$ cat src/cau_pkg.sv
`timescale 1ns / 1ps
// ----------------------------------------------------------------------------
// cau_pkg
// Shared types, codes and helpers of the complex arithmetic unit.
// ----------------------------------------------------------------------------
package cau_pkg;

	localparam int FRAC_BITS_DEF = 8;
	// quotient bits resolved by the divider chain; larger quotients saturate anyway
	localparam int QBITS = 17;
	// width of product sums and of the divider remainder
	localparam int PW = 33;
	localparam int RW = 33;

	typedef enum logic [1:0] {
		OP_ADD = 2'd0,
		OP_SUB = 2'd1,
		OP_MUL = 2'd2,
		OP_DIV = 2'd3
	} op_t;

	localparam logic [1:0] ST_OK   = 2'd0;
	localparam logic [1:0] ST_SAT  = 2'd1;
	localparam logic [1:0] ST_DIVZ = 2'd2;

	localparam logic signed [PW-1:0] S16_MAX = 33'sd32767;
	localparam logic signed [PW-1:0] S16_MIN = -33'sd32768;

	typedef struct packed {
		op_t         op;
		logic        zero;
		logic        neg_re;
		logic        neg_im;
		logic        big_re;
		logic        big_im;
		logic [15:0] res_re;
		logic [15:0] res_im;
		logic [1:0]  status;
	} meta_t;

	typedef struct packed {
		logic [15:0] v;
		logic        s;
	} sat_t;

	function automatic sat_t sat16(input logic signed [PW-1:0] x);
		sat_t r;
		r.s = 1'b0;
		r.v = x[15:0];
		if (x > S16_MAX) begin
			r.v = 16'h7FFF;
			r.s = 1'b1;
		end else if (x < S16_MIN) begin
			r.v = 16'h8000;
			r.s = 1'b1;
		end
		return r;
	endfunction

endpackage

$ cat src/cau_prep.sv
`timescale 1ns / 1ps
// ----------------------------------------------------------------------------
// cau_prep
// Two stages: partial products, then sums and add/sub/multiply results.
// ----------------------------------------------------------------------------
module cau_prep #(
	parameter int FRAC_BITS = cau_pkg::FRAC_BITS_DEF
) (
	input  logic                             clk,
	input  logic                             arst_n,
	input  logic                             en,
	input  logic                             valid,
	input  logic [1:0]                       req_type,
	input  logic signed [15:0]               a_re,
	input  logic signed [15:0]               a_im,
	input  logic signed [15:0]               b_re,
	input  logic signed [15:0]               b_im,
	output logic                             valid_s2,
	output cau_pkg::meta_t                   meta_s2,
	output logic signed [cau_pkg::PW-1:0]    dre_s2,
	output logic signed [cau_pkg::PW-1:0]    dim_s2,
	output logic [31:0]                      den_s2
);
	localparam int PW = cau_pkg::PW;

	logic               valid_s1;
	cau_pkg::op_t       op_s1;
	logic signed [31:0] rr_s1, ii_s1, ri_s1, ir_s1, bb_s1, cc_s1;
	logic signed [16:0] as_re_s1, as_im_s1;

	logic signed [PW-1:0] rr, ii, ri, ir, mre, mim, are, aim;
	cau_pkg::sat_t        sre, sim;

	always_ff @(posedge clk or negedge arst_n) begin
		if (!arst_n) begin
			valid_s1 <= 1'b0;
			valid_s2 <= 1'b0;
		end else if (en) begin
			valid_s1 <= valid;
			valid_s2 <= valid_s1;
		end
	end

	always_ff @(posedge clk) begin
		if (en) begin
			op_s1 <= cau_pkg::op_t'(req_type);
			rr_s1 <= a_re * b_re;
			ii_s1 <= a_im * b_im;
			ri_s1 <= a_re * b_im;
			ir_s1 <= a_im * b_re;
			bb_s1 <= b_re * b_re;
			cc_s1 <= b_im * b_im;
			if (cau_pkg::op_t'(req_type) == cau_pkg::OP_SUB) begin
				as_re_s1 <= 17'(a_re) - 17'(b_re);
				as_im_s1 <= 17'(a_im) - 17'(b_im);
			end else begin
				as_re_s1 <= 17'(a_re) + 17'(b_re);
				as_im_s1 <= 17'(a_im) + 17'(b_im);
			end
		end
	end

	always_comb begin
		rr  = {rr_s1[31], rr_s1};
		ii  = {ii_s1[31], ii_s1};
		ri  = {ri_s1[31], ri_s1};
		ir  = {ir_s1[31], ir_s1};
		mre = (rr - ii) >>> FRAC_BITS;
		mim = (ri + ir) >>> FRAC_BITS;
		are = {{(PW-17){as_re_s1[16]}}, as_re_s1};
		aim = {{(PW-17){as_im_s1[16]}}, as_im_s1};
		if (op_s1 == cau_pkg::OP_MUL) begin
			sre = cau_pkg::sat16(mre);
			sim = cau_pkg::sat16(mim);
		end else begin
			sre = cau_pkg::sat16(are);
			sim = cau_pkg::sat16(aim);
		end
	end

	always_ff @(posedge clk) begin
		if (en) begin
			meta_s2.op     <= op_s1;
			meta_s2.zero   <= 1'b0;
			meta_s2.neg_re <= 1'b0;
			meta_s2.neg_im <= 1'b0;
			meta_s2.big_re <= 1'b0;
			meta_s2.big_im <= 1'b0;
			meta_s2.res_re <= sre.v;
			meta_s2.res_im <= sim.v;
			meta_s2.status <= (sre.s || sim.s) ? cau_pkg::ST_SAT : cau_pkg::ST_OK;
			dre_s2         <= rr + ii;
			dim_s2         <= ir - ri;
			den_s2         <= 32'(bb_s1) + 32'(cc_s1);
		end
	end
endmodule

$ cat config.mk
export PLATFORM = sky130hd
export DESIGN_NAME = cau_prep
export DESIGN_NICKNAME = d
export VERILOG_FILES = /design/src/cau_pkg.sv /design/src/cau_prep.sv
export SDC_FILE = /design/constraint.sdc
export NUM_CORES = 2
export LEC_CHECK = 0
export ABC_AREA = 1
export BUFFER_PORTS_ARGS = -buffer_cell sky130_fd_sc_hd__clkbuf_2
export CAP_MARGIN = 20
export CORE_MARGIN = 8
export CORE_UTILIZATION = 55
export CTS_CLUSTER_DIAMETER = 80
export DETAILED_ROUTE_END_ITERATION = 7
export PLACE_DENSITY_LB_ADDON = 0.12
export SYNTH_ARGS = -nofsm -noshare
export SYNTH_HDL_FRONTEND = slang
export SYNTH_SLANG_ARGS = --single-unit
$ cat constraint.sdc
create_clock -name clk -period 6.6 [get_ports clk]
set_clock_uncertainty 0.2 [all_clocks]
set_input_delay 1.32 -clock clk [delete_from_list [all_inputs] [get_ports clk]]
set_output_delay 1.32 -clock clk [all_outputs]
set_load 0.05 [all_outputs]
Word-level counts from Yosys, hierarchy flattened
Cells that the tools add are included.
{"block": "totals", "input_bits": 70, "output_inout_bits": 140, "word_cells": 57, "register_bits": 364}
{"block": "classes", "n_lt_le_gt_ge": 8, "n_mul": 6, "reduce_logical": 1, "n_addsub": 9, "n_eq_ne": 2, "muxes": 13}
{"operator": "2-to-1 mux 17 bit", "count": 12}
{"operator": "multiplier 16 x 16 -> 32 bit", "count": 6}
{"operator": "adder 32 x 32 -> 33 bit", "count": 2}
{"operator": "subtractor 32 x 32 -> 33 bit", "count": 2}
{"operator": "> comparator 25 x 16 -> 1 bit, second input constant", "count": 2}
{"operator": "< comparator 25 x 16 -> 1 bit, second input constant", "count": 2}
{"operator": "adder 16 x 16 -> 17 bit", "count": 2}
{"operator": "> comparator 17 x 16 -> 1 bit, second input constant", "count": 2}
{"operator": "< comparator 17 x 16 -> 1 bit, second input constant", "count": 2}
{"operator": "subtractor 16 x 16 -> 17 bit", "count": 2}
{"operator": "adder 32 bit", "count": 1}
{"operator": "== test 2 x 1 -> 1 bit, second input constant", "count": 1}
{"operator": "== test 2 bit, second input constant", "count": 1}
{"operator": "logical OR 1 bit", "count": 1}
{"operator": "2-to-1 mux 1 bit", "count": 1}

Depth between registers and ports, before layout
{"block": "depth", "word_depth": 7, "mapped_depth": 31, "depth_no_buf": 28}

Least setup slack after synthesis
OpenSTA, ideal clock, no wires.
{"block": "synth_timing", "kind": "in2reg", "start": "input b_im[3]", "end": "register ii_s1[28] (data pin)", "path_buffers": 3, "stages": 22, "required_time_ns": 6.138, "t_arrival_ns": 7.000, "setup_slack_ns": -0.862, "path_cell_list": "clkbuf_1 -> clkbuf_1 -> buf_1 -> nand2_1 -> fa_1 -> inv_1 -> fa_1 -> fa_1 -> fa_1 -> fa_1 -> inv_1 -> fa_1 -> inv_1 -> ha_1 -> nand2_1 -> nor4_1 -> nand2_1 -> o211ai_1 -> nand3_1 -> nand2_1 -> a21oi_1 -> xor2_1"}
{"block": "synth_between", "elab_chain_len": 1}
{"item": "from (decl)", "line_no": "cau_prep.sv:17", "source": "input logic signed [15:0] b_im,"}
{"item": "multiplier 16 x 16 -> 32 bit", "line_no": "cau_prep.sv:48", "source": "ii_s1 <= a_im * b_im;"}
{"item": "to (signal assigned)", "line_no": "cau_prep.sv:48"}
{"item": "to (decl)", "line_no": "cau_prep.sv:28", "source": "logic signed [31:0] rr_s1, ii_s1, ri_s1, ir_s1, bb_s1, cc_s1;"}
No other way between the ends.
A chain may end at the register's enable or synchronous reset.

Final worst setup path
{"block": "layout_timing", "start": "input b_im[15]", "end": "register ii_s1[28] (data pin)"}
The elaborated chain is that of the path after synthesis.

==> metrics.cfg <==
[run_status]
status = completed

[job]
max-cap-violations = 0

[setup_path]
crit_path_end_kind = register
path_cells = buf_2 -> clkinvlp_4 -> buf_4 -> or2_2 -> fa_1 -> fa_1 -> fa_1 -> fa_1 -> fa_1 -> fa_1 -> inv_1 -> ha_4 -> buf_4 -> a21oi_2 -> o21ai_1 -> a21oi_2 -> o211ai_1 -> nand3_1 -> nand2_2 -> a21oi_2 -> xor2_1
path_class = in2reg
cp.arrival_ns = 6.79
setup.worst_path.start_class = input port
cpMostUsedCell = fa_1
critPathBufInv = 5
crit_path_top_delay_cell = fa_1
crit_family = adder cells
critPathMaxFanout = 4
crit_required_ns = 6.87
slowest_delay_ns = 0.59

[floorplanning]
die_y_um = 402
die_area_um2 = 162000
core_um2 = 148000
initial_core_util_pct = 55.4
fp.dieW_um = 402
rows = 141
io_pins = 210

[yosys]
synthesis.area_um2 = 81900
synth_top_family_by_area = adder cells
ys_top_cells_by_count = 2820 x inv_1, 2142 x nand2_1, 1519 x fa_1
synth_compound_area_share_pct = 5.68
synth_top_cell_area_share_pct = 37.1
synth_fa_ha_area_share_pct = 48.0
synth_seq_cells = 361
synth_area_leader_cell = fa_1
synth_most_common_cell = inv_1
synth_area_leaders = fa_1 37%, edfxtp_1 13%, inv_1 13%
postSynth.asyncResetShare_pct = 0.554
ys_warn_count = 0
synth_edf_count = 359
synthCells = 9861
synth-xor-area-share_pct = 4.62
yosys.area_share.simple_pct = 13.8
synth_ff_type = edfxtp_1
synth.yosys.seq_area_share_pct = 13.2
synthMuxAreaShare_pct = 0
synth_cell_type_count = 61
synth_area_per_cell_um2 = 8.31

[timing]
min_period_ns = 6.52
rsz0062_at_grt = yes
setup-violations-final = 0
drv_slew = 0
tightest_slew_ns = 0.996
hold_viol_final = 0
fmax_ghz = 0.153
relSlewSlack_pct = 32.9
setup-tns-final_ns = 0
fin_crit_sh_pct = 98.8

[routing]
wl_per_cell_um = 19.5
drc = 0
via_per_inst = 5.19
drt_iter0_markers = 5038
first_pass_iters = 6
ant_nets = 0
route.vias.total = 67100
wl_um = 252000

[clock_tree]
htree_levels = 2
clockRootBuffer = clkbuf_16
cts_sinks = 361
cts_tree = yes
clk_pin_slew_ns = 0.06
clk_latency_ns = 0.68
cts_buffer_depth = 3
cts_buffers = 50

[final_layout]
fin_nets = 13200
final_core_util_pct = 66.0
syn_to_final_growth_pct = 19.1
drive_gt1_share_pct = 16.3

[global_routing]
grt_max_degree = 130
grt_pass1_vias = 70000
grt_usage_pct = 30.1
antenna_found_initial = 15
overflow = 0
grt_pass1_wl_um = 384000

[placed_design]
place_congestion = 0.973
port_buffers = 203
hpwl_um = 209000

[min_path]
hold_path.class = in2async

cell usage in the layout, fill, tap and decap left out, types with 31 or more instances in the layout:
cell type	netlist	final
nor3_1	41	37
nor2_2	24	35
inv_1	2820	2802
clkbuf_16	0	68
nand2_1	2142	2102
buf_4	18	1027
ha_4	0	59
o21a_1	31	31
edfxtp_1	359	359
a31oi_1	38	35
fa_1	1519	1484
xnor2_1	132	130
ha_1	709	647
a21oi_2	13	56
o21ai_0	203	178
nor2_1	392	379
a21oi_1	406	361
clkbuf_2	0	178
xor2_1	296	292
buf_12	0	98
nand2_2	14	50
fa_2	0	35
nand3_1	144	138
nand4_1	35	35
cell families (layout without fill, tap and decap cells):
group,Yosys count,in the layout
buf+inv,3169,4282
fa+ha+maj,2228,2228
other cells,1,11
compound gates,824,824
xor+xnor,430,430
simple gates,2848,2848
flops,361,361
state kept, by name (all words and copies together) (netlist names), 2 cells and up:
signal / count
meta_s2: 35
ii_s1: 32
as_im_s1: 17
op_s1: 2
den_s2: 32
rr_s1: 32
bb_s1: 31
dim_s2: 33
dre_s2: 33
cc_s1: 31
as_re_s1: 17
ir_s1: 32
ri_s1: 32
through the flow:
stage               std cells  setup slack, ns  area, µm²  hold slack, ns
floorplan                9866           -0.105      83200           0.226
global placement        12800           -0.763      93900           0.230
detailed placement      12800           -0.837      93900           0.235
CTS                     12800          0.00179      95600           0.220
global route            12900          -0.0785      97600           0.238
finish                  12900           0.0807      97600           0.251
metal layers:
| layer | global-route usage (%) | routed length [µm] | part of all wire [%] |
|---|---|---|---|
| met1 | 40.2 | 102000 | 40 |
| met2 | 48.8 | 115000 | 46 |
| met3 | 5.51 | 20600 | 8.2 |
| met4 | 12.0 | 14500 | 5.8 |
| met5 | 0 | 88 | 0.035 |
area by class of cell:
class | count | area, µm²
diodes | 5 | 12.5
fillers | 12400 | 50300
clock buffers | 54 | 1290
repair buffers | 1360 | 11500
clock inverters | 33 | 362
flip-flops and latches | 361 | 10800
well taps | 1930 | 2410
multi-input cells | 6336 | 60500
inverters | 2835 | 10700
worst reg2reg max path, delay by kind of cell (launching register included):
kind | cells | cell delay [ns]
flip-flops | 1 | 0.55
AND/OR/NAND/NOR | 10 | 1.24
adder cells (fa/ha/maj) | 1 | 0.64
AO/OA/AOI/OAI | 3 | 0.84
worst paths after layout:
| kind | startpoint | endpoint | slack, ns | cells after the start |
|---|---|---|---|---|
| setup / recovery | b_im[15] | ii_s1[28] | 0.08 | 21 |
| hold / removal | arst_n | valid_s2 | 0.25 | 1 |
| setup reg to reg | rr_s1[26] | meta_s2[19] | 2.81 | 14 |
| hold reg to reg | op_s1[1] | meta_s2[40] | 0.25 | 0 |
| max in group asynchronous | arst_n | valid_s1 | 5.85 | 1 |
| min in group clk | op_s1[1] | meta_s2[40] | 0.25 | 0 |
timing repair:
item                                    in CTS  in global routing
pin swaps                                    1                102
endpoints found under the setup margin      17                 63
buffers inserted                             0                 53
hold buffers                                 0                  0
cloned                                       0                 17
gates resized for setup                     16                276
Power is not shown: default switching activity piles up to over one toggle a cycle in this logic, so the estimate is an artifact.
