<file path="config.mk">
export PLATFORM = sky130hd
export DESIGN_NAME = cau_div_cell
export DESIGN_NICKNAME = d
export VERILOG_FILES = /design/src/cau_pkg.sv /design/src/cau_div_cell.sv
export SDC_FILE = /design/constraint.sdc
export NUM_CORES = 1
export LEC_CHECK = 0
export BUFFER_PORTS_ARGS = -buffer_cell sky130_fd_sc_hd__clkbuf_2
export CAP_MARGIN = 20
export CORE_AREA = 2 2 196 198
export DETAILED_ROUTE_END_ITERATION = 6
export DIE_AREA = 0 0 198 200
export SLEW_MARGIN = 20
export SYNTH_ARGS = -nofsm -noshare
export SYNTH_HDL_FRONTEND = slang
export SYNTH_SLANG_ARGS = --single-unit
</file>
<file path="constraint.sdc">
create_clock -name clk -period 1.5 [get_ports clk]
set_clock_uncertainty 0.2 [all_clocks]
set_input_delay 0.3 -clock clk [delete_from_list [all_inputs] [get_ports clk]]
set_output_delay 0.3 -clock clk [all_outputs]
set_load 0.02 [all_outputs]
</file>
<file path="src/cau_pkg.sv">
`timescale 1ns / 1ps
// ----------------------------------------------------------------------------
// cau_pkg
// Shared types, codes and helpers of the complex arithmetic unit.
// ----------------------------------------------------------------------------
package cau_pkg;

	localparam int FRAC_BITS_DEF = 8;
	// quotient bits resolved by the divider chain; larger quotients saturate anyway
	localparam int QBITS = 17;
	// width of product sums and of the divider remainder
	localparam int PW = 33;
	localparam int RW = 33;

	typedef enum logic [1:0] {
		OP_ADD = 2'd0,
		OP_SUB = 2'd1,
		OP_MUL = 2'd2,
		OP_DIV = 2'd3
	} op_t;

	localparam logic [1:0] ST_OK   = 2'd0;
	localparam logic [1:0] ST_SAT  = 2'd1;
	localparam logic [1:0] ST_DIVZ = 2'd2;

	localparam logic signed [PW-1:0] S16_MAX = 33'sd32767;
	localparam logic signed [PW-1:0] S16_MIN = -33'sd32768;

	typedef struct packed {
		op_t         op;
		logic        zero;
		logic        neg_re;
		logic        neg_im;
		logic        big_re;
		logic        big_im;
		logic [15:0] res_re;
		logic [15:0] res_im;
		logic [1:0]  status;
	} meta_t;

	typedef struct packed {
		logic [15:0] v;
		logic        s;
	} sat_t;

	function automatic sat_t sat16(input logic signed [PW-1:0] x);
		sat_t r;
		r.s = 1'b0;
		r.v = x[15:0];
		if (x > S16_MAX) begin
			r.v = 16'h7FFF;
			r.s = 1'b1;
		end else if (x < S16_MIN) begin
			r.v = 16'h8000;
			r.s = 1'b1;
		end
		return r;
	endfunction

endpackage

</file>
<file path="src/cau_div_cell.sv">
`timescale 1ns / 1ps
// ----------------------------------------------------------------------------
// cau_div_cell
// One restoring-division cell: resolve one quotient bit for both lanes.
// ----------------------------------------------------------------------------
module cau_div_cell #(
	parameter int NW  = 40,
	parameter int BIT = 0
) (
	input  logic                        clk,
	input  logic                        arst_n,
	input  logic                        en,
	input  logic                        valid_in,
	input  cau_pkg::meta_t              meta_in,
	input  logic [cau_pkg::RW-1:0]      rem_re_in,
	input  logic [cau_pkg::RW-1:0]      rem_im_in,
	input  logic [NW-1:0]               n_re_in,
	input  logic [NW-1:0]               n_im_in,
	input  logic [cau_pkg::QBITS-1:0]   q_re_in,
	input  logic [cau_pkg::QBITS-1:0]   q_im_in,
	input  logic [31:0]                 den_in,
	output logic                        valid_q,
	output cau_pkg::meta_t              meta_q,
	output logic [cau_pkg::RW-1:0]      rem_re_q,
	output logic [cau_pkg::RW-1:0]      rem_im_q,
	output logic [NW-1:0]               n_re_q,
	output logic [NW-1:0]               n_im_q,
	output logic [cau_pkg::QBITS-1:0]   q_re_q,
	output logic [cau_pkg::QBITS-1:0]   q_im_q,
	output logic [31:0]                 den_q
);
	localparam int RW = cau_pkg::RW;
	localparam int QB = cau_pkg::QBITS;

	logic [RW-1:0] t_re, t_im, d;
	logic          ge_re, ge_im;

	always_comb begin
		d     = RW'(den_in);
		t_re  = {rem_re_in[RW-2:0], n_re_in[BIT]};
		t_im  = {rem_im_in[RW-2:0], n_im_in[BIT]};
		ge_re = t_re >= d;
		ge_im = t_im >= d;
	end

	always_ff @(posedge clk or negedge arst_n) begin
		if (!arst_n) begin
			valid_q <= 1'b0;
		end else if (en) begin
			valid_q <= valid_in;
		end
	end

	always_ff @(posedge clk) begin
		if (en) begin
			meta_q   <= meta_in;
			n_re_q   <= n_re_in;
			n_im_q   <= n_im_in;
			den_q    <= den_in;
			rem_re_q <= ge_re ? t_re - d : t_re;
			rem_im_q <= ge_im ? t_im - d : t_im;
			q_re_q   <= {q_re_in[QB-2:0], ge_re};
			q_im_q   <= {q_im_in[QB-2:0], ge_im};
		end
	end
endmodule
</file>
# Word-level counts from Yosys, hierarchy flattened
# Cells that the tools add are included.
[classes]
n_addsub = 2
n_mux = 2
order_cmp = 2
[ops]
columns = ["op", "n"]
rows = [
  ["greater-or-equal comparator 33 x 32 -> 1 bit", 2],
  ["2-to-1 mux 33 bit", 2],
  ["subtractor 33 x 32 -> 33 bit", 2],
]
[totals]
out_inout_bits = 254
regBits = 254
word_cells = 23

# Logic depth before layout (Yosys ltp)
# Gate-level depths: netlist of run 1.
[logic_depth]
word_depth = 2
depth_mapped = 13

# Worst setup path after synthesis of run 1
# No wires, ideal clock.
[synth_timing]
path_type = "input port to flip-flop"
start = "in den_in[20]"
end = "reg rem_re_q[6] (netlist bit) (data pin)"
path_stages = 11
path_buffers = 1
arrival_ns = 2.416
path_slack_ns = -1.376
setup_ns = 0.260
required_time_ns = 1.040
cell_sequence = "inv_1 > ha_1 > clkbuf_1 > a21oi_1 > o21ai_1 > a21o_1 > a21o_2 > a31oi_1 > nand2_1 > a31oi_4 > mux2_2"
[synth_between]
elab_chain_cells = 2
[synth_rtl]
columns = ["item", "line", "source"]
rows = [
  ["from (decl)", "cau_div_cell.sv:21", "input logic [31:0] den_in,"],
  ["greater-or-equal comparator 33 x 32 -> 1 bit", "cau_div_cell.sv:42", "ge_re = t_re >= d;"],
  ["2-to-1 mux 33 bit", "cau_div_cell.sv:60", "rem_re_q <= ge_re ? t_re - d : t_re;"],
  ["to (signal assigned)", "cau_div_cell.sv:60", ""],
  ["to (decl)", "cau_div_cell.sv:24", "output logic [cau_pkg::RW-1:0] rem_re_q,"],
]
# No other way between the ends.
# A chain may end at the register's enable or synchronous reset.

# Worst setup path after layout of run 1
[layout_timing]
start = "in den_in[1]"
end = "reg rem_im_q[11] (netlist bit) (data pin)"
[layout_between]
elab_chain_cells = 2
[layout_rtl]
columns = ["item", "line", "source"]
rows = [
  ["subtractor 33 x 32 -> 33 bit or greater-or-equal comparator 33 x 32 -> 1 bit (tied branches)", "cau_div_cell.sv:61, cau_div_cell.sv:43", ""],
  ["2-to-1 mux 33 bit *", "cau_div_cell.sv:61", "rem_im_q <= ge_im ? t_im - d : t_im;"],
  ["to (signal assigned)", "cau_div_cell.sv:61", ""],
  ["to (decl)", "cau_div_cell.sv:25", "output logic [cau_pkg::RW-1:0] rem_im_q,"],
]
# Every way passes the cells marked *; elsewhere a longest branch is shown, timed or not.

==> reports/metrics.cfg, run 1 <==
[outcome]
status = finished with violations
failed_checks = setup timing

[job]
drv_cap = 0

[floorplan]
fp.dieW_um = 198
die-area_mm2 = 0.03960
row_count = 71
pin_count = 511
core_mm2 = 0.03740
die_y_um = 200
start_util_pct = 32.20

[synthesis]
yosys-top-cells-count = edfxtp_1, nand2_1, a21oi_1, ha_1, nor2_1
synth_area_leader_cell = edfxtp_1
synthTopCellsByArea = edfxtp_1, ha_1, a21oi_1
synth-seq-cells = 254
seq_area_frac_synth_pct = 63.30
avgSynthCellArea_um2 = 13.06
async_reset_ff_share_pct = 0.3937
syn-instance-count = 922
synthFlopType = edfxtp_1
synth_area_mm2 = 0.01204
synth-edff-count = 253
ys_types = 77
syn_nets = 1245
yosysMostFrequentCell = edfxtp_1
netlist.area_leader.share_pct = 63.09
yosys_warnings = 0

[setup_path]
worst_setup_path_start_kind = primary input
timing.rr.end = valid_q
cp.required_ps = 1620
critPathMaxFanout = 6
crit_arrival_ps = 2640
crit_chain = buf_8, inv_4, ha_4, nor2b_4, o31a_1, o31ai_4, a211oi_2, a31oi_1, o211a_1, clkinv_4, buf_8, buf_6, a31o_4
cpMaxStageDelayCell = o31ai_4
critical-path-top-delay-family = compound AO/OA/AOI/OAI gates
crit_top_cell = buf_8
r2r-start = valid_q
max_stage_delay_ps = 340
r2r_setup_slack_ps = 550
cp-end-kind = register
cp-startpoint = den_in[1]
path_class = in -> reg
r2r_cells = 1
path_buf_inv = 5

[cells_and_area]
fillers = 2605
syn_to_final_growth_pct = 105.2
final_nets = 2332
final_layout_size_suffix_gt1_share_pct = 56.60
stdcell_count = 2551

[clocking]
numClockSinks = 254
worstSkewPairLatency_ps = 560
clockRootBuffer = clkbuf_16
ctsHtreeMaxLevel = 1
path_clk_slew_ps = 60
clock_path_buffers = 3
cts_buffers = 29
tritoncts = built

[placement]
dp_cells = 2173
pre_cts_ws_ps = -1689
routabilityCongestion = 0.8652
port_buffers = 506
dp_hpwl_um = 34550

[timing]
max_freq_mhz = 395.7
maxSlewViolCount = 0
worstMarginPinSlew_ps = 590.8
hold_viol = 0
slew_headroom_pct = 59.59
setup_viol = 322
setup_slack_ps = -1027
period_needed_ps = 2527
fin_crit_sh_pct = 168.5
rsz0062_at_grt = true

[power_and_ir_drop]
peakVddDrop_mv = 0.9823
finalPower_mw = 24.00
p_per_area_mw_per_mm2 = 971.1
p_leak_nw = 10.59

[routing]
routed_wl_um = 53960
drt_iter0_drc = 497
first_pass_iters = 5
num_vias = 12302
wl_per_cell_um = 21.15
ant_nets = 0
drc = 0
avgViaCountPerCell = 4.822

[min_path]
holdPathStages = 3
hp-start = rem_im_in[10]
hp-class = in -> reg
hold_end = rem_im_q[11]

[global_route]
met3_usage_pct = 4.486
grt_usage_pct = 23.97
use_met2_pct = 43.87
top_usage_layer = met2
grt_pass1_wl_um = 71350
overflow = 0
first_global_vias = 12472
gr-usage-met1_pct = 26.56
grt_max_degree = 38
antenna_found_initial = 13

## what timing repair did
action	in CTS	in global routing
pin swaps	56	94
setup buffers	45	26
gates resized for setup	275	781
setup endpoints to repair	322	322
gates cloned	6	0
endpoints found under the hold margin	250	1
hold buffers	246	1
## per-layer routing
| layer | vias up | wire length (um) |
|---|---|---|
| met2 | 503 | 28520 |
| met1 | 5964 | 19430 |
| li1 | 5666 | - |
| met3 | 165 | 2947 |
| met5 | - | 31 |
| met4 | 4 | 3033 |
## worst max-delay path by stage
stage	end	slack, ps	depth (start not counted)
final	rem_im_q[11]	-1030	13
after global routing	rem_im_q[11]	-1070	13
after CTS	rem_re_q[30]	-950	13
after detailed placement	rem_im_q[7]	-1690	12
after global placement	rem_im_q[7]	-1710	12
after floorplan	rem_re_q[32]	-1220	12
## per-stage QoR
step                      utilization [%]  instance area (um^2)  TNS [ps]  hold slack [ps]
after detailed placement            47.13                 17630   -105780           -118.5
after CTS                           60.88                 22770    -87460            6.423
after global placement              47.13                 17630   -105630           -123.2
after global routing                66.07                 24710    -98470            30.26
after floorplan                         -                 12630    -73000           -195.6
final                               66.08                 24710    -87460            34.68
## cell families (layout without fill, tap and decap cells)
family	after synthesis	after routing	share of synthesized area, %
AND/OR/NAND/NOR	223	223	8.832
multiplexers	10	10	0.9975
flip-flops	254	254	63.30
adder cells (fa/ha/maj)	66	66	6.983
other	0	10	0
AO/OA/AOI/OAI	239	239	13.21
buffers and inverters	79	1187	2.972
XOR/XNOR	51	51	3.709
## cell type report
type	count	area, um^2	share of cell area, %
Timing Repair Buffer	1084	9523	38.53
Sequential cell	254	7622	30.84
Multi-Input combinational cell	589	5719	23.14
Clock buffer	33	740.7	2.997
Tap cell	511	639.4	2.587
Inverter	51	279.0	1.129
Clock inverter	19	165.2	0.6683
Antenna cell	10	25.02	0.1013
## cell usage in the layout (no fill, tap or decap), drive strengths merged, types with 8 or more instances in the layout
cell,count
buf,576
clkbuf,294
edfxtp,253
dlygate4sd3,247
nand2,72
a21oi,69
ha,64
o21ai,62
nor2,58
inv,54
xnor2,30
a21o,29
xor2,21
nand3,21
clkinv,13
nor3,12
a31oi,11
diode,10
nand4,10
nand2b,10
nor2b,9
o31ai,9
o21a,8
o21bai,8
a211oi,8
## power breakdown
group	total [mW]	switching [mW]	internal, mW	leakage, nW
clock network	6.91	3.01	3.90	0.440
registers	9.07	0.381	8.69	2.49
logic	8.02	3.82	4.19	7.67
## flip-flops by register name, summed over array words and instances (netlist names)
signal,count
q_im_q,17
n_re_q,40
rem_im_q,33
q_re_q,17
n_im_q,40
rem_re_q,33
valid_q,1
den_q,32
meta_q,41
(Power assumes the default switching activity.)
==> run 2, diff against run 1 <==
--- a/config.mk
+++ b/config.mk
@@ -10,6 +10,7 @@
 export CORE_AREA = 2 2 196 198
 export DETAILED_ROUTE_END_ITERATION = 6
 export DIE_AREA = 0 0 198 200
+export PLACE_DENSITY_LB_ADDON = 0.1
 export SLEW_MARGIN = 20
 export SYNTH_ARGS = -nofsm -noshare
 export SYNTH_HDL_FRONTEND = slang
==> reports/metrics.cfg, run 2 (synthesized netlist as in run 1, its figures left out) <==
[outcome]
status = finished with violations
failed_checks = setup timing

[clocking]
cts_buffers = 29
numClockSinks = 254
worstSkewPairLatency_ps = 560
path_clk_slew_ps = 60
clockRootBuffer = clkbuf_16
tritoncts = built
clock_path_buffers = 3
ctsHtreeMaxLevel = 1

[placement]
dp_cells = 2182
port_buffers = 506
dp_hpwl_um = 33980
routabilityCongestion = 0.8403
pre_cts_ws_ps = -1787

[setup_path]
cp-startpoint = den_in[1]
crit_end = rem_im_q[20]
r2r_setup_slack_ps = 520
worst_setup_path_start_kind = primary input
cp-end-kind = register
timing.rr.end = valid_q
path_class = in -> reg
cp.required_ps = 1610
r2r_cells = 1
crit_arrival_ps = 2700
critPathMaxFanout = 7
r2r-start = valid_q

[power_and_ir_drop]
p_per_area_mw_per_mm2 = 968.2
p_leak_nw = 10.43
finalPower_mw = 23.39
peakVddDrop_mv = 0.7416

[cells_and_area]
final_nets = 2323
final_layout_size_suffix_gt1_share_pct = 54.18
syn_to_final_growth_pct = 100.6
largest_reg_flops = 41
max_flop_register = meta_q
final_cell_mix = buf_4, edfxtp_1, dlygate4sd3_1
stdcell_count = 2536
final_common_cell = buf_4
reg_top3 = meta_q x41, n_im_q x40, n_re_q x40
fillers = 2865

[floorplan]
die_y_um = 200
core_mm2 = 0.03740
die-area_mm2 = 0.03960
fp.dieW_um = 198
pin_count = 511
row_count = 71
start_util_pct = 32.20

[global_route]
grt_max_degree = 32
overflow = 0
grt_pass1_wl_um = 66460
first_global_vias = 11803
antenna_found_initial = 4
grt_usage_pct = 22.02

[timing]
setup_viol = 322
maxSlewViolCount = 0
worstMarginPinSlew_ps = 777.4
max_freq_mhz = 387.3
slew_headroom_pct = 46.83
period_needed_ps = 2582
fin_crit_sh_pct = 172.1
hold_viol = 0
tns_ps = -84580
setup_slack_ps = -1082
rsz0062_at_grt = true

[routing]
routed_wl_um = 48030
num_vias = 11663
avgViaCountPerCell = 4.599
drc = 0
ant_nets = 0
wl_per_cell_um = 18.94
first_pass_iters = 4
drt_iter0_drc = 457

[job]
drv_cap = 0

[min_path]
hp-class = in -> reg

-- run 2: changes by cell type in the layout (fill, tap and decap cells not counted), sizes merged, moves of 2 or more --
cell | before | now
buf | 576 | 550
clkbuf | 294 | 306
diode | 10 | 4
clkinv | 13 | 17
dlygate4sd3 | 247 | 249
inv | 54 | 52
-- run 2: worst min path at each step --
stage / startpoint / to / cells after the start / slack, ps
after floorplan: arst_n / valid_q / 0 / -200
after global placement: arst_n / valid_q / 1 / -120
after detailed placement: arst_n / valid_q / 1 / -120
after CTS: rem_im_in[11] / rem_im_q[12] / 4 / 4
after global routing: rem_im_in[24] / rem_im_q[25] / 4 / 20
final: rem_im_in[17] / rem_im_q[18] / 4 / 20
-- run 2: worst max-delay path, cell delays in order --
cell       delay (ps)
clkbuf_16         120
clkinv_8           40
ha_4              230
nor2b_4           120
o31a_1            290
o31ai_4           380
a211oi_4          120
a31oi_1           240
o211a_1           290
inv_4             100
buf_8             160
mux2_4            290
-- run 2: through the flow --
stage / instance area, um^2 / hold slack [ps] / util [%]
final: 24160 / 15.05 / 64.60
after global placement: 17740 / -124.2 / 47.44
after CTS: 22440 / 4.118 / 59.99
after global routing: 24160 / 19.00 / 64.60
after detailed placement: 17740 / -124.0 / 47.44
after floorplan: 12630 / -195.6 / -
-- run 2: metal layers --
layer / part of all wire [%] / routed length (um) / GRT usage [%]
met1: 37 / 17840 / 24.54
met2: 55 / 26190 / 42.49
met3: 5.4 / 2596 / 3.831
met4: 2.9 / 1411 / 6.962
met5: 0 / 0 / 0
-- run 2: final cells by class --
cell class | instances | area, um^2 | share of cell area, %
Antenna cell | 4 | 10.01 | 0.04143
Clock buffer | 30 | 729.5 | 3.019
Clock inverter | 22 | 173.9 | 0.7199
Inverter | 51 | 286.5 | 1.186
Multi-Input combinational cell | 589 | 5321 | 22.03
Sequential cell | 254 | 7622 | 31.55
Tap cell | 511 | 639.4 | 2.646
Timing Repair Buffer | 1075 | 9376 | 38.81
-- run 2: what timing repair did --
action | in CTS | in global routing
pin swaps | 71 | 61
resized for setup | 229 | 702
hold endpoints to repair | 260 | 0
hold buffers | 249 | 0
gates cloned | 5 | 4
setup endpoints to repair | 322 | 322
setup buffers | 25 | 22
-- run 2: report_power, final --
| part | switching (mW) | leakage [nW] | internal [mW] |
|---|---|---|---|
| clock network | 2.97 | 0.448 | 3.88 |
| logic | 3.56 | 7.49 | 3.98 |
| registers | 0.322 | 2.49 | 8.68 |
==> run 3, diff against run 2 <==
--- a/config.mk
+++ b/config.mk
@@ -7,9 +7,9 @@
 export LEC_CHECK = 0
 export BUFFER_PORTS_ARGS = -buffer_cell sky130_fd_sc_hd__clkbuf_2
 export CAP_MARGIN = 20
-export CORE_AREA = 2 2 196 198
+export CORE_AREA = 2 2 198 200
 export DETAILED_ROUTE_END_ITERATION = 6
-export DIE_AREA = 0 0 198 200
+export DIE_AREA = 0 0 200 202
 export PLACE_DENSITY_LB_ADDON = 0.1
 export SLEW_MARGIN = 20
 export SYNTH_ARGS = -nofsm -noshare
==> constraint.sdc (replaced) <==
create_clock -name clk -period 2.7 [get_ports clk]
set_clock_uncertainty 0.2 [all_clocks]
set_input_delay 0.54 -clock clk [delete_from_list [all_inputs] [get_ports clk]]
set_output_delay 0.54 -clock clk [all_outputs]
set_load 0.02 [all_outputs]
==> reports/metrics.cfg, run 3 (synthesized netlist as in run 1, its figures left out) <==
[timing]
tns_ps = -542.6
rsz0062_at_grt = true
period_needed_ps = 2760
setup_viol = 19
maxSlewViolCount = 0
fin_crit_sh_pct = 102.2
holdWs_ps = 25.34
setup_slack_ps = -60.47
hold_viol = 0
max_freq_mhz = 362.3
slew_headroom_pct = 63.96
worstMarginPinSlew_ps = 540.7

[global_route]
gr-usage-met1_pct = 25.37
antenna_found_initial = 6
use_met2_pct = 39.27
overflow = 0
first_global_vias = 11308
top_usage_layer = met2
met3_usage_pct = 4.138
grt_usage_pct = 21.72
grt_pass1_wl_um = 66070
grt_max_degree = 52

[clocking]
numClockSinks = 254
path_clk_slew_ps = 70
ctsHtreeMaxLevel = 1
cts_buffers = 28
clock_path_buffers = 3
worstSkewPairLatency_ps = 540
tritoncts = built
clockRootBuffer = clkbuf_16

[cells_and_area]
reg_top3 = meta_q x41, n_im_q x40, n_re_q x40
multi_input_area_mm2 = 0.005017
final_cell_mix = clkbuf_2, buf_4, edfxtp_1
fillers = 3302
largest_reg_flops = 41
final_layout_size_suffix_gt1_share_pct = 51.57
max_flop_register = meta_q
syn_to_final_growth_pct = 75.54
final_nets = 2211
final_common_cell = clkbuf_2
register_area_mm2 = 0.007622

[setup_path]
cp-startpoint = den_in[6]
critPathMaxFanout = 8
path_class = in -> reg
cp.required_ps = 2810
crit_arrival_ps = 2870
r2r-start = valid_q
cp-end-kind = register
worst_setup_path_start_kind = primary input

[power_and_ir_drop]
swShare_pct = 29.43
p_per_area_mw_per_mm2 = 580.8
peakVddDrop_mv = 0.3819
power_switching_mw = 3.613
combPwrFrac_pct = 28.2
clkPwrFrac_pct = 31.6
power_frac_seq_pct = 40.2
p_int_mw = 8.663
finalPower_mw = 12.28
p_leak_nw = 9.363

[routing]
drc = 0
avgViaCountPerCell = 4.568
num_vias = 11100
wl_per_cell_um = 18.76
first_pass_iters = 4
ant_nets = 0
drt_iter0_drc = 389
routed_wl_um = 45580

[floorplan]
die-area_mm2 = 0.04040
pin_count = 511
row_count = 72
start_util_pct = 31.45
core_mm2 = 0.03829
fp.dieW_um = 200
die_y_um = 202

[job]
drv_cap = 0

[placement]
port_buffers = 506
dp_hpwl_um = 35310
routabilityCongestion = 0.8453

[min_path]
hp-class = in -> reg
hp-start = den_in[10]

[outcome]
status = finished with violations
failed_checks = setup timing

## run 3: cell count changes in the layout (fill, tap and decap cells not counted), sizes merged
cell / change
buf: -266
clkinvlp: -1
clkbuf: +230
bufinv: +1
dlygate4sd3: -72
clkinv: -3
diode: -2
## run 3: area by class of cell
cell class / count / share of cell area [%]
flip-flops and latches: 254 / 36.06
clock buffers: 33 / 3.504
multi-input cells: 589 / 23.74
inverters: 51 / 1.107
diodes: 2 / 0.02368
repair buffers: 964 / 31.66
well taps: 518 / 3.066
clock inverters: 19 / 0.8405
## run 3: critical path, stage by stage
cell	delay [ps]
clkbuf_8	120
inv_4	60
ha_4	200
buf_4	140
a21oi_4	130
nor2b_4	60
a2111oi_4	440
a211oi_4	130
a31oi_1	170
o211a_1	260
inv_4	120
buf_12	170
mux2_4	300
## run 3: timing repair
item,CTS,global route
gates resized for setup,66,67
hold buffers,176,1
endpoints found under the setup margin,37,58
pin swaps,28,36
buffers inserted,25,13
endpoints found under the hold margin,176,1
cloned,2,1
## run 3: final timing paths
path | slack (ps) | to | cells past startpoint
worst max-delay path | -60 | rem_im_q[7] | 13
worst min-delay path | 30 | den_q[10] | 1
worst max register to register | 1760 | valid_q | 1
worst min register to register | 310 | valid_q | 1
max in group asynchronous | 2100 | valid_q | 2
min in group asynchronous | 110 | valid_q | 2
## run 3: through the flow
step	utilization (%)	setup WS [ps]	instances	cell area, um^2
after global placement	45.56	-787.9	2161	17440
after CTS	54.08	-25.43	2413	20700
after floorplan	-	-257.9	922	12560
final	55.21	-60.47	2430	21140
after detailed placement	45.56	-841.4	2161	17440
after global routing	55.20	-144.1	2429	21140
## run 3: power by group through the flow
stage          Clock, mW  Sequential (mW)  Combinational (mW)
2_1_floorplan          0             5.52                1.06
3_3_place_gp           0             5.02                2.97
3_5_place_dp           0             5.02                2.98
4_1_cts             3.97             4.94                3.35
5_1_grt             4.12             4.98                3.72
6_report            3.88             4.94                3.46
## run 3: metal layers
layer	routed length [um]	up-vias
met2	23150	311
met5	60	-
met3	2679	81
li1	-	5420
met1	18060	5280
met4	1629	8
